## config.mk

```make
export PLATFORM = sky130hd
export DESIGN_NAME = tmc_front
export DESIGN_NICKNAME = d
export VERILOG_FILES = /design/src/tmc_pkg.sv /design/src/tmc_front.sv
export SDC_FILE = /design/constraint.sdc
export NUM_CORES = 1
export LEC_CHECK = 0
export BUFFER_PORTS_ARGS = -buffer_cell sky130_fd_sc_hd__buf_2
export CAP_MARGIN = 20
export CORE_MARGIN = 2
export CORE_UTILIZATION = 37
export CTS_CLUSTER_SIZE = 14
export DETAILED_ROUTE_END_ITERATION = 16
export PLACE_DENSITY = 0.77
export SYNTH_ARGS = -nofsm -noshare
export SYNTH_HDL_FRONTEND = slang
export SYNTH_SLANG_ARGS = --single-unit
```

## constraint.sdc

```tcl
create_clock -name i_clk -period 2 [get_ports i_clk]
set_input_delay 0.2 -clock i_clk [delete_from_list [all_inputs] [get_ports i_clk]]
set_output_delay 0.2 -clock i_clk [all_outputs]
set_load 0.03 [all_outputs]
```

## src/tmc_pkg.sv

```systemverilog
// Shared types and constants of the text mode console.
// Command and state encodings, field widths and blank cell values.
// No dependencies.
package tmc_pkg;

    localparam int COLS_DEF = 80;
    localparam int ROWS_DEF = 25;

    localparam int COL_W = 7;
    localparam int ROW_W = 6;

    localparam logic [7:0] ATTR_WHITE = 8'd15;
    localparam logic [7:0] BLANK_CHAR = 8'h20;

    localparam int QDEPTH = 2;

    localparam logic [2:0] MODE_PUT   = 3'd0;
    localparam logic [2:0] MODE_NL    = 3'd1;
    localparam logic [2:0] MODE_BS    = 3'd2;
    localparam logic [2:0] MODE_CLR   = 3'd3;
    localparam logic [2:0] MODE_SET   = 3'd4;
    localparam logic [2:0] MODE_READ  = 3'd5;

    typedef enum logic [2:0] {
        OP_PUT,
        OP_NL,
        OP_BS,
        OP_CLR,
        OP_SET,
        OP_READ,
        OP_NOP
    } t_op;

    typedef struct packed {
        t_op              op;
        logic [7:0]       char_code;
        logic [COL_W-1:0] col;
        logic [ROW_W-1:0] row;
    } t_cmd;

    typedef enum logic [2:0] {
        ST_FILL,
        ST_IDLE,
        ST_ADDR,
        ST_MEM,
        ST_SCROLL,
        ST_DONE
    } t_state;

    typedef enum logic [1:0] {
        FILL_INIT,
        FILL_CLEAR,
        FILL_SCROLL
    } t_fill;

endpackage

```

## src/tmc_front.sv

```systemverilog
// Front end of the text mode console: takes requests, decodes the mode and
// clamps col and row, and holds one decoded command for the queue.
// Depends on tmc_pkg.
module tmc_front import tmc_pkg::*; #(
    parameter int COLS = COLS_DEF,
    parameter int ROWS = ROWS_DEF
) (
    input  logic       i_clk,
    input  logic       i_rst_n,
    input  logic       i_in_valid,
    output logic       o_in_stall,
    input  logic [2:0] i_mode,
    input  logic [7:0] i_char_code,
    input  logic [6:0] i_col,
    input  logic [4:0] i_row,
    input  logic       i_init_busy,
    input  logic       i_q_full,
    output logic       o_push,
    output t_cmd       o_cmd
);

    logic r_vld;
    t_cmd r_cmd;
    t_cmd n_cmd;
    logic accept;

    assign o_in_stall = i_init_busy || (r_vld && i_q_full);
    assign accept     = i_in_valid && !o_in_stall;
    assign o_push     = r_vld && !i_q_full;
    assign o_cmd      = r_cmd;

    always_comb begin
        case (i_mode)
            MODE_PUT:  n_cmd.op = OP_PUT;
            MODE_NL:   n_cmd.op = OP_NL;
            MODE_BS:   n_cmd.op = OP_BS;
            MODE_CLR:  n_cmd.op = OP_CLR;
            MODE_SET:  n_cmd.op = OP_SET;
            MODE_READ: n_cmd.op = OP_READ;
            default:   n_cmd.op = OP_NOP;
        endcase
        n_cmd.char_code = i_char_code;
        n_cmd.col = (COL_W'(i_col) > COL_W'(COLS - 1)) ? COL_W'(COLS - 1) : COL_W'(i_col);
        n_cmd.row = (ROW_W'(i_row) > ROW_W'(ROWS - 1)) ? ROW_W'(ROWS - 1) : ROW_W'(i_row);
    end

    always_ff @(posedge i_clk) begin
        if (!i_rst_n) begin
            r_vld <= 1'b0;
        end else if (accept) begin
            r_vld <= 1'b1;
        end else if (o_push) begin
            r_vld <= 1'b0;
        end
        if (accept) begin
            r_cmd <= n_cmd;
        end
    end

endmodule

```

==> results by group <==
Status
  • Status: finished clean

Floorplan
  • Core region area: 2212 um2
  • Die area: 2736 um2
  • Std cell rows: 17
  • IO Pins: 54
  • Die Wd: 52.31 um
  • Initial Util: 0.3903
  • Chip height: 52.31 um

Clocking
  • Clk root buf: clkbuf_4
  • Clock slew at reported path FFs: 120 ps
  • Clock latency on the worst-skew pair: 300 ps
  • CTS tree: done
  • Sink Count: 24
  • Postcts setup bufs: 0
  • Clk buf depth: 2
  • H-tree depth: 1
  • CTS Hold Bufs: 0
  • PostCTS Resize Cnt: 0
  • Total CTS buffers: 3

Synth
  • Top cells by area, synth: edfxtp_1 80%, nand2b_1 3.6%, dfxtp_1 2.3%, and2_1 2.2%, clkbuf_1 2.2%
  • Number of synthesized register bits: 24
  • Post-synthesis compound-gate area fraction: 0.03768
  • Post-Syn Area: 863.3 um2
  • Ys Warns: 0
  • Cell taking the most area after synthesis: edfxtp_1
  • Cells after Synth: 49
  • Post-Syn Area per Cell: 17.62 um2
  • Unique masters post-synth: 14
  • Register area share after synthesis: 0.8232
  • Post-Syn Nets: 77
  • XOR/XNOR Fraction of Synth Area: 0
  • Post-synth top area share: 0.8000
  • Mux cell area share after synthesis: 0
  • Largest family of logic cells by synthesized area: simple AND/OR/NAND/NOR gates
  • Post-synthesis simple-gate area fraction: 0.1043
  • Adder-cell share of the synthesized area: 0

Finish
  • Post-layout net count: 129
  • Final core utilization: 0.5334
  • Fraction of layout instances using a drive strength above 1: 0.6100
  • Antenna diodes: 0
  • Non-Filler Instances: 128
  • Area growth, synth to finish: 36.67%

GRT
  • Initial antenna violation count: 0
  • Congestion Overflow GR: 0
  • Tot GR Track Use: 0.1194
  • Largest net degree at the start of global routing: 17
  • Vias in the first global route: 558
  • First-pass GRT wire length: 2270 um

Drt
  • DRC Markers: 0
  • Number of iterations in the first detailed-routing pass: 4
  • Drt total wl: 1433 um
  • Vias: 554
  • DRT iter0 DRCs: 3
  • Avg WL per Cell: 11.20 um
  • Post-DRT Antenna Nets: 0
  • Vias per cell: 4.328

Power and ir drop
  • Sw Ratio: 0.2277
  • Sw Pwr: 216.2 uW
  • Peak VDD IR: 0.0004564 V
  • Combinational power share: 0.132
  • Power per cell area: 804.7 nW/um2
  • Flop pwr share: 0.614
  • Clk pwr share: 0.254
  • Leakage Power: 0.5072 nW
  • Int Pwr: 733.2 uW

Place
  • Placed Cells: 124
  • Routability Congestion: 0.6623
  • Number of port buffers: 52

Flow run
  • Max Cap Viol: 0

STA
  • Skew final: 2.210 ps
  • Final setup viols: 0
  • Setup Total Neg Slack: 0 ps
  • Slew Viols, Final: 0
  • Fin. Hold Viols: 0
  • Period Utilization, post-route: 0.6634
  • Fin crit period: 1327 ps
  • Max Clk Rate: 753.7 MHz
  • Unrepaired setup endpoints after global routing: no

Critical path
  • Critical Path RT: 2010 ps
  • Worst setup EP type: register
  • Max Fanout on Critical Path: 16
  • Worst EP arrival: 1340 ps
  • Type of element launching the critical path: register
  • CP Class: reg -> reg

Worst hold path
  • Hold Path Class: in -> reg
-- kinds of logic after synthesis --
| family | after synthesis |
|---|---|
| AND/OR/NAND/NOR | 14 |
| other | 1 |
| flip-flops | 24 |
| buffers and inverters | 6 |
| AO/OA/AOI/OAI | 4 |
-- cells in the final DEF (no fill, tap or decap) --
cell	synthesis	layout
conb_1	1	1
a21boi_2	1	1
clkbuf_4	0	3
buf_2	0	52
a21oi_2	0	1
clkbuf_8	0	1
nor2b_1	3	3
dfxtp_1	1	1
nand2b_1	5	5
o21ai_2	1	1
and2_1	3	3
nand2_1	2	2
nand2b_4	1	1
edfxtp_1	23	23
buf_4	1	1
a21boi_1	1	1
-- per-stage QoR --
stage / total power, mW / setup slack, ps / hold WS [ps] / instance area, um2
6_report: 0.9494 / 673.2 / 61.66 / 1180
5_1_grt: 0.9932 / 581.0 / 40.85 / 1180
4_1_cts: 0.9617 / 661.2 / 52.59 / 1180
3_5_place_dp: 0.7216 / 565.8 / 378.3 / 1144
3_3_place_gp: 0.7175 / 617.6 / 379.1 / 1144
2_1_floorplan: 0.6714 / 96.82 / 298.9 / 863.3
-- power groups by stage --
stage | logic, mW | registers, mW | clock network, mW
4_1_cts | 0.127 | 0.583 | 0.252
6_report | 0.125 | 0.583 | 0.241
5_1_grt | 0.137 | 0.585 | 0.271
2_1_floorplan | 0.0337 | 0.638 | 0
3_3_place_gp | 0.124 | 0.593 | 0
3_5_place_dp | 0.127 | 0.594 | 0
-- worst max-delay path, stage by stage, from the launching register on --
cell	delay, ps
dfxtp_1	360
a21oi_2	370
buf_4	310
-- cell type report --
class	count	area, um2
Tap cell	28	35.03
Timing Repair Buffer	53	267.8
Clock buffer	4	36.28
Fill cell	200	1032
Sequential cell	24	710.7
Multi-Input combinational cell	19	130.1
-- state kept, by name, summed over array words and instances, names as in the netlist --
register	flops
o_cmd	23
r_vld	1
-- worst paths after layout --
path | endpoint | cells past startpoint | startpoint | slack [ps]
worst min-delay path | o_cmd[19]$_DFFE_PP_ | 1 | i_char_code[6] | 60
worst max-delay path | o_cmd[15]$_DFFE_PP_ | 2 | r_vld$_SDFFE_PN0P_ | 670
worst min register to register | r_vld$_SDFFE_PN0P_ | 2 | r_vld$_SDFFE_PN0P_ | 540
worst max register to register | o_cmd[15]$_DFFE_PP_ | 2 | r_vld$_SDFFE_PN0P_ | 670
-- synthesized netlist by cell type, drive strengths merged --
master and n:
edfxtp 23, o21ai 1, buf 1, nand2b 6, a21boi 2, conb 1, nand2 2, clkbuf 5
dfxtp 1, a21oi 1, nor2b 3, and2 3
-- per-layer routing --
metal,wire length [um],vias to the layer above,track usage,share of wire
met4,38,0,0.07692,0.027
met1,468,240,0.1063,0.33
met3,233,4,0.06571,0.16
li1,-,268,-,-
met2,693,42,0.2042,0.48
met5,0,-,0,0
Power figures use the tool's default switching activity.
