**src/tmc_pkg.sv**
```systemverilog
// Shared types and constants of the text mode console.
// Command and state encodings, field widths and blank cell values.
// No dependencies.
package tmc_pkg;

    localparam int COLS_DEF = 80;
    localparam int ROWS_DEF = 25;

    localparam int COL_W = 7;
    localparam int ROW_W = 6;

    localparam logic [7:0] ATTR_WHITE = 8'd15;
    localparam logic [7:0] BLANK_CHAR = 8'h20;

    localparam int QDEPTH = 2;

    localparam logic [2:0] MODE_PUT   = 3'd0;
    localparam logic [2:0] MODE_NL    = 3'd1;
    localparam logic [2:0] MODE_BS    = 3'd2;
    localparam logic [2:0] MODE_CLR   = 3'd3;
    localparam logic [2:0] MODE_SET   = 3'd4;
    localparam logic [2:0] MODE_READ  = 3'd5;

    typedef enum logic [2:0] {
        OP_PUT,
        OP_NL,
        OP_BS,
        OP_CLR,
        OP_SET,
        OP_READ,
        OP_NOP
    } t_op;

    typedef struct packed {
        t_op              op;
        logic [7:0]       char_code;
        logic [COL_W-1:0] col;
        logic [ROW_W-1:0] row;
    } t_cmd;

    typedef enum logic [2:0] {
        ST_FILL,
        ST_IDLE,
        ST_ADDR,
        ST_MEM,
        ST_SCROLL,
        ST_DONE
    } t_state;

    typedef enum logic [1:0] {
        FILL_INIT,
        FILL_CLEAR,
        FILL_SCROLL
    } t_fill;

endpackage

```
**src/tmc_queue.sv**
```systemverilog
// Short command queue between the front end and the back end.
// Depends on tmc_pkg.
module tmc_queue import tmc_pkg::*; (
    input  logic i_clk,
    input  logic i_rst_n,
    input  logic i_push,
    input  t_cmd i_din,
    output logic o_full,
    input  logic i_pop,
    output t_cmd o_dout,
    output logic o_empty
);

    localparam int PTR_W = (QDEPTH > 1) ? $clog2(QDEPTH) : 1;
    localparam int CNT_W = $clog2(QDEPTH + 1);

    t_cmd             r_mem [QDEPTH];
    logic [PTR_W-1:0] r_wp;
    logic [PTR_W-1:0] r_rp;
    logic [CNT_W-1:0] r_cnt;

    assign o_full  = (r_cnt == CNT_W'(QDEPTH));
    assign o_empty = (r_cnt == '0);
    assign o_dout  = r_mem[r_rp];

    always_ff @(posedge i_clk) begin
        if (!i_rst_n) begin
            r_wp  <= '0;
            r_rp  <= '0;
            r_cnt <= '0;
        end else begin
            if (i_push) begin
                r_wp <= (r_wp == PTR_W'(QDEPTH - 1)) ? '0 : r_wp + 1'b1;
            end
            if (i_pop) begin
                r_rp <= (r_rp == PTR_W'(QDEPTH - 1)) ? '0 : r_rp + 1'b1;
            end
            if (i_push && !i_pop) begin
                r_cnt <= r_cnt + 1'b1;
            end else if (i_pop && !i_push) begin
                r_cnt <= r_cnt - 1'b1;
            end
        end
        if (i_push) begin
            r_mem[r_wp] <= i_din;
        end
    end

endmodule

```
**config.mk**
```make
export PLATFORM = sky130hd
export DESIGN_NAME = tmc_queue
export DESIGN_NICKNAME = d
export VERILOG_FILES = /design/src/tmc_pkg.sv /design/src/tmc_queue.sv
export SDC_FILE = /design/constraint.sdc
export NUM_CORES = 1
export LEC_CHECK = 0
export ABC_AREA = 1
export BUFFER_PORTS_ARGS = -buffer_cell sky130_fd_sc_hd__buf_2
export CAP_MARGIN = 0
export CELL_PAD_IN_SITES_DETAIL_PLACEMENT = 0
export CELL_PAD_IN_SITES_GLOBAL_PLACEMENT = 2
export CORE_MARGIN = 2
export CORE_UTILIZATION = 37
export DETAILED_ROUTE_END_ITERATION = 7
export GPL_TIMING_DRIVEN = 0
export PLACE_DENSITY_LB_ADDON = 0.25
export SYNTH_ARGS = -nofsm -noshare
export SYNTH_HDL_FRONTEND = slang
export SYNTH_SLANG_ARGS = --single-unit
```
**constraint.sdc**
```tcl
create_clock -name i_clk -period 2 [get_ports i_clk]
set_input_delay 0.2 -clock i_clk [delete_from_list [all_inputs] [get_ports i_clk]]
set_output_delay 0.2 -clock i_clk [all_outputs]
set_load 0.005 [all_outputs]
```
==> summary.md <==
| Metric | Value |
|---|---|
| Clock transition at path regs | `90 ps` |
| Row count | `27` |
| Hold slack | `88.6 ps` |
| Hold WC Path Type | `input pin to flip-flop` |
| First-pass GRT wire length | `5080 um` |
| Multi-input gate area | `445 um^2` |
| Worst skew pair latency | `290 ps` |
| Global route total overflow | `0` |
| Net Switching | `448 uW` |
| Antenna violations before repair | `0` |
| Filler cells | `492` |
| Max FO, Critical Path | `10` |
| Antenna viol nets, final | `0` |
| Vias in the first global route | `1110` |
| Die area | `6200 um^2` |
| Yosys cell types | `14` |
| Worst Skew | `6.56 ps` |
| Max-cap viol count | `0` |
| Core area | `5440 um^2` |
| PwrDens | `877 nW/um^2` |
| Via-to-Cell Ratio | `4.45` |
| Final wirelength | `3160 um` |
| Port Buffers | `53` |
| Root Buffer | `clkbuf_8` |
| Iter 0 DRT Violations | `22` |
| Worst-margin pin slew | `965 ps` |
| Layout cells sized above 1 | `51.7%` |
| YS warnings | `0` |
| Tot GR Track Use | `10.9%` |
| CTS hold repair buffers | `0` |
| Worst-path cell with the longest stage delay | `dfxtp_1` |
| Crit path DAT | `1350 ps` |
| H-tree depth | `2` |
| # diodes | `0` |
| Flops & latches, synth | `53` |
| Final hold vios | `0` |
| Yosys top cell by area | `edfxtp_1` |
| Initial core utilization | `38.0%` |
| Commonest cells after routing, fill and taps aside | `buf_2, edfxtp_1, mux2_4` |
| Mean Syn Cell Area | `18.8 um^2` |
| Slew margin rel. | `35.6%` |
| Seq/Total Area, Yosys | `74.6%` |
| Post-DR wirelength/cell | `13.0 um` |
| CP Cell Sequence | `buf_6 -> buf_12 -> mux2_4 -> buf_2` |
| Dpl cell area | `2440 um^2` |
| Die Ht | `78.7 um` |
| Placed wire-length estimate | `2270 um` |
| Period utilisation layout | `77.6%` |
| Share of power burned in registers | `57.9%` |
| CP max stage delay | `330 ps` |
| Post-CTS Setup Repair Bufs | `0` |
| Register area | `1540 um^2` |
| Status | `finished clean` |
| Final Max Tran Viols | `0` |
| Fin nets | `200` |
| Finished Cell Area | `2550 um^2` |
| Min cycle time layout | `1550 ps` |
| Critical Path Start Type | `flip-flop` |
| Area share of the largest cell type after synthesis | `69.8%` |
| Critical path capture point type | `primary output` |
| CTS tree | `yes` |
| WS Path Type | `flip-flop to primary output` |
| Area grow syn2layout | `23.4%` |
| Ports | `54` |
| Pleak | `1.04 nW` |
| Critical path required time | `1800 ps` |
| Setup TNS | `0 ps` |
| Sw frac | `20.0%` |
| 1st-pass router iterations | `4` |
| Resize count post-CTS | `0` |
| Vias | `1085` |
| Setup Viol. Count Final | `0` |
| Sink Count | `53` |
| Synth Cell Area | `2070 um^2` |
| Syn Nets | `139` |
| Die X | `78.7 um` |
| DRC viols | `0` |
| Largest net degree at the start of global routing | `25` |
| Fmax | `645 MHz` |
| Crit path max-delay family | `buffers and inverters` |
| Clk pwr share | `30.6%` |
| Worst path bufs/invs | `3` |
| Cells after Synth | `110` |
| Total CTS buffers | `5` |
| Internal power | `1.79 mW` |
| Peak supply drop | `489 uV` |
| Gp weighted congestion | `0.608` |
| RSZ-0062 raised after global routing | `no` |
| Combinational share of power | `11.5%` |
| Commonest non-fill, non-tap cell in the layout | `buf_2` |
| Maximum root-to-sink buffer count | `2` |
| Most area-consuming cells after synthesis | `edfxtp_1, mux2_4, dfxtp_1` |
-- state kept, by name, summed over array words and instances, names as in the netlist, named ones only --
signal and count:
r_mem 48, r_cnt 2, r_rp 1, r_wp 1
-- layer usage --
| layer | vias to the layer above | share of wire, % | global-route usage (%) | wire [um] |
|---|---|---|---|---|
| met5 | - | 0 | 0 | 0 |
| li1 | 519 | - | - | - |
| met4 | 0 | 1.1 | 4.39 | 36 |
| met3 | 4 | 6.3 | 3.86 | 200 |
| met2 | 28 | 54 | 18.8 | 1700 |
| met1 | 534 | 39 | 12.2 | 1230 |
-- logic make-up after synthesis --
kind of cell / Yosys count / synth area share (%)
multiplexers: 24 / 16.7
AND/OR/NAND/NOR: 19 / 3.63
flip-flops: 53 / 74.6
AO/OA/AOI/OAI: 2 / 0.484
adder cells (fa/ha/maj): 1 / 0.606
buffers and inverters: 11 / 3.94
-- power by group through the flow --
stage | registers (mW) | clock network, mW | logic, mW
after global routing | 1.30 | 0.747 | 0.284
after floorplan | 1.31 | 0 | 0.155
after detailed placement | 1.32 | 0 | 0.261
final | 1.29 | 0.685 | 0.257
after CTS | 1.29 | 0.714 | 0.262
after global placement | 1.32 | 0 | 0.250
-- path summary, 6_finish.rpt --
| kind | start | endpoint | slack, ps | cells past startpoint |
|---|---|---|---|---|
| worst max register to register | r_wp$_SDFFE_PN0P_ | r_mem[1][2]$_DFFE_PP_ | 450 | 2 |
| worst min register to register | r_rp$_SDFFE_PN0P_ | r_rp$_SDFFE_PN0P_ | 510 | 2 |
| worst min-delay path | i_din[21] | r_mem[1][21]$_DFFE_PP_ | 90 | 1 |
| worst max-delay path | flip-flop | o_dout[16] | 450 | 4 |
-- worst reg2reg max path, stage by stage, from the launching register on --
cell and delay (ps):
dfxtp_1 380, nand2_1 90, inv_1 710
-- cells in the mapped netlist --
master    number
edfxtp_1      48
mux2_4        20
nor2_1         9
inv_1          8
nand2_1        8
dfxtp_1        5
mux2_2         4
buf_12         2
a21oi_1        1
buf_6          1
ha_1           1
nand3_1        1
nand4_1        1
o21ai_0        1
-- per-stage QoR --
| step | setup slack [ps] | cells | total power, mW | util (%) |
|---|---|---|---|---|
| 3_5_place_dp | 428 | 236 | 1.58 | 44.8 |
| 4_1_cts | 414 | 244 | 2.27 | 46.9 |
| 5_1_grt | 302 | 244 | 2.33 | 46.9 |
| 2_1_floorplan | 248 | 110 | 1.47 | - |
| 6_report | 449 | 244 | 2.23 | 46.9 |
| 3_3_place_gp | -377 | 235 | 1.57 | 44.5 |
-- cell type report --
type                    count  share of cell area [%]
inverters                   8                    1.18
repair buffers             54                    11.0
flip-flops and latches     53                    60.5
clock buffers               5                    2.70
multi-input cells          46                    17.5
well taps                  72                    3.53
plain buffers               3                    2.01
clock inverters             3                    1.62
Power figures use the tool's default switching activity.
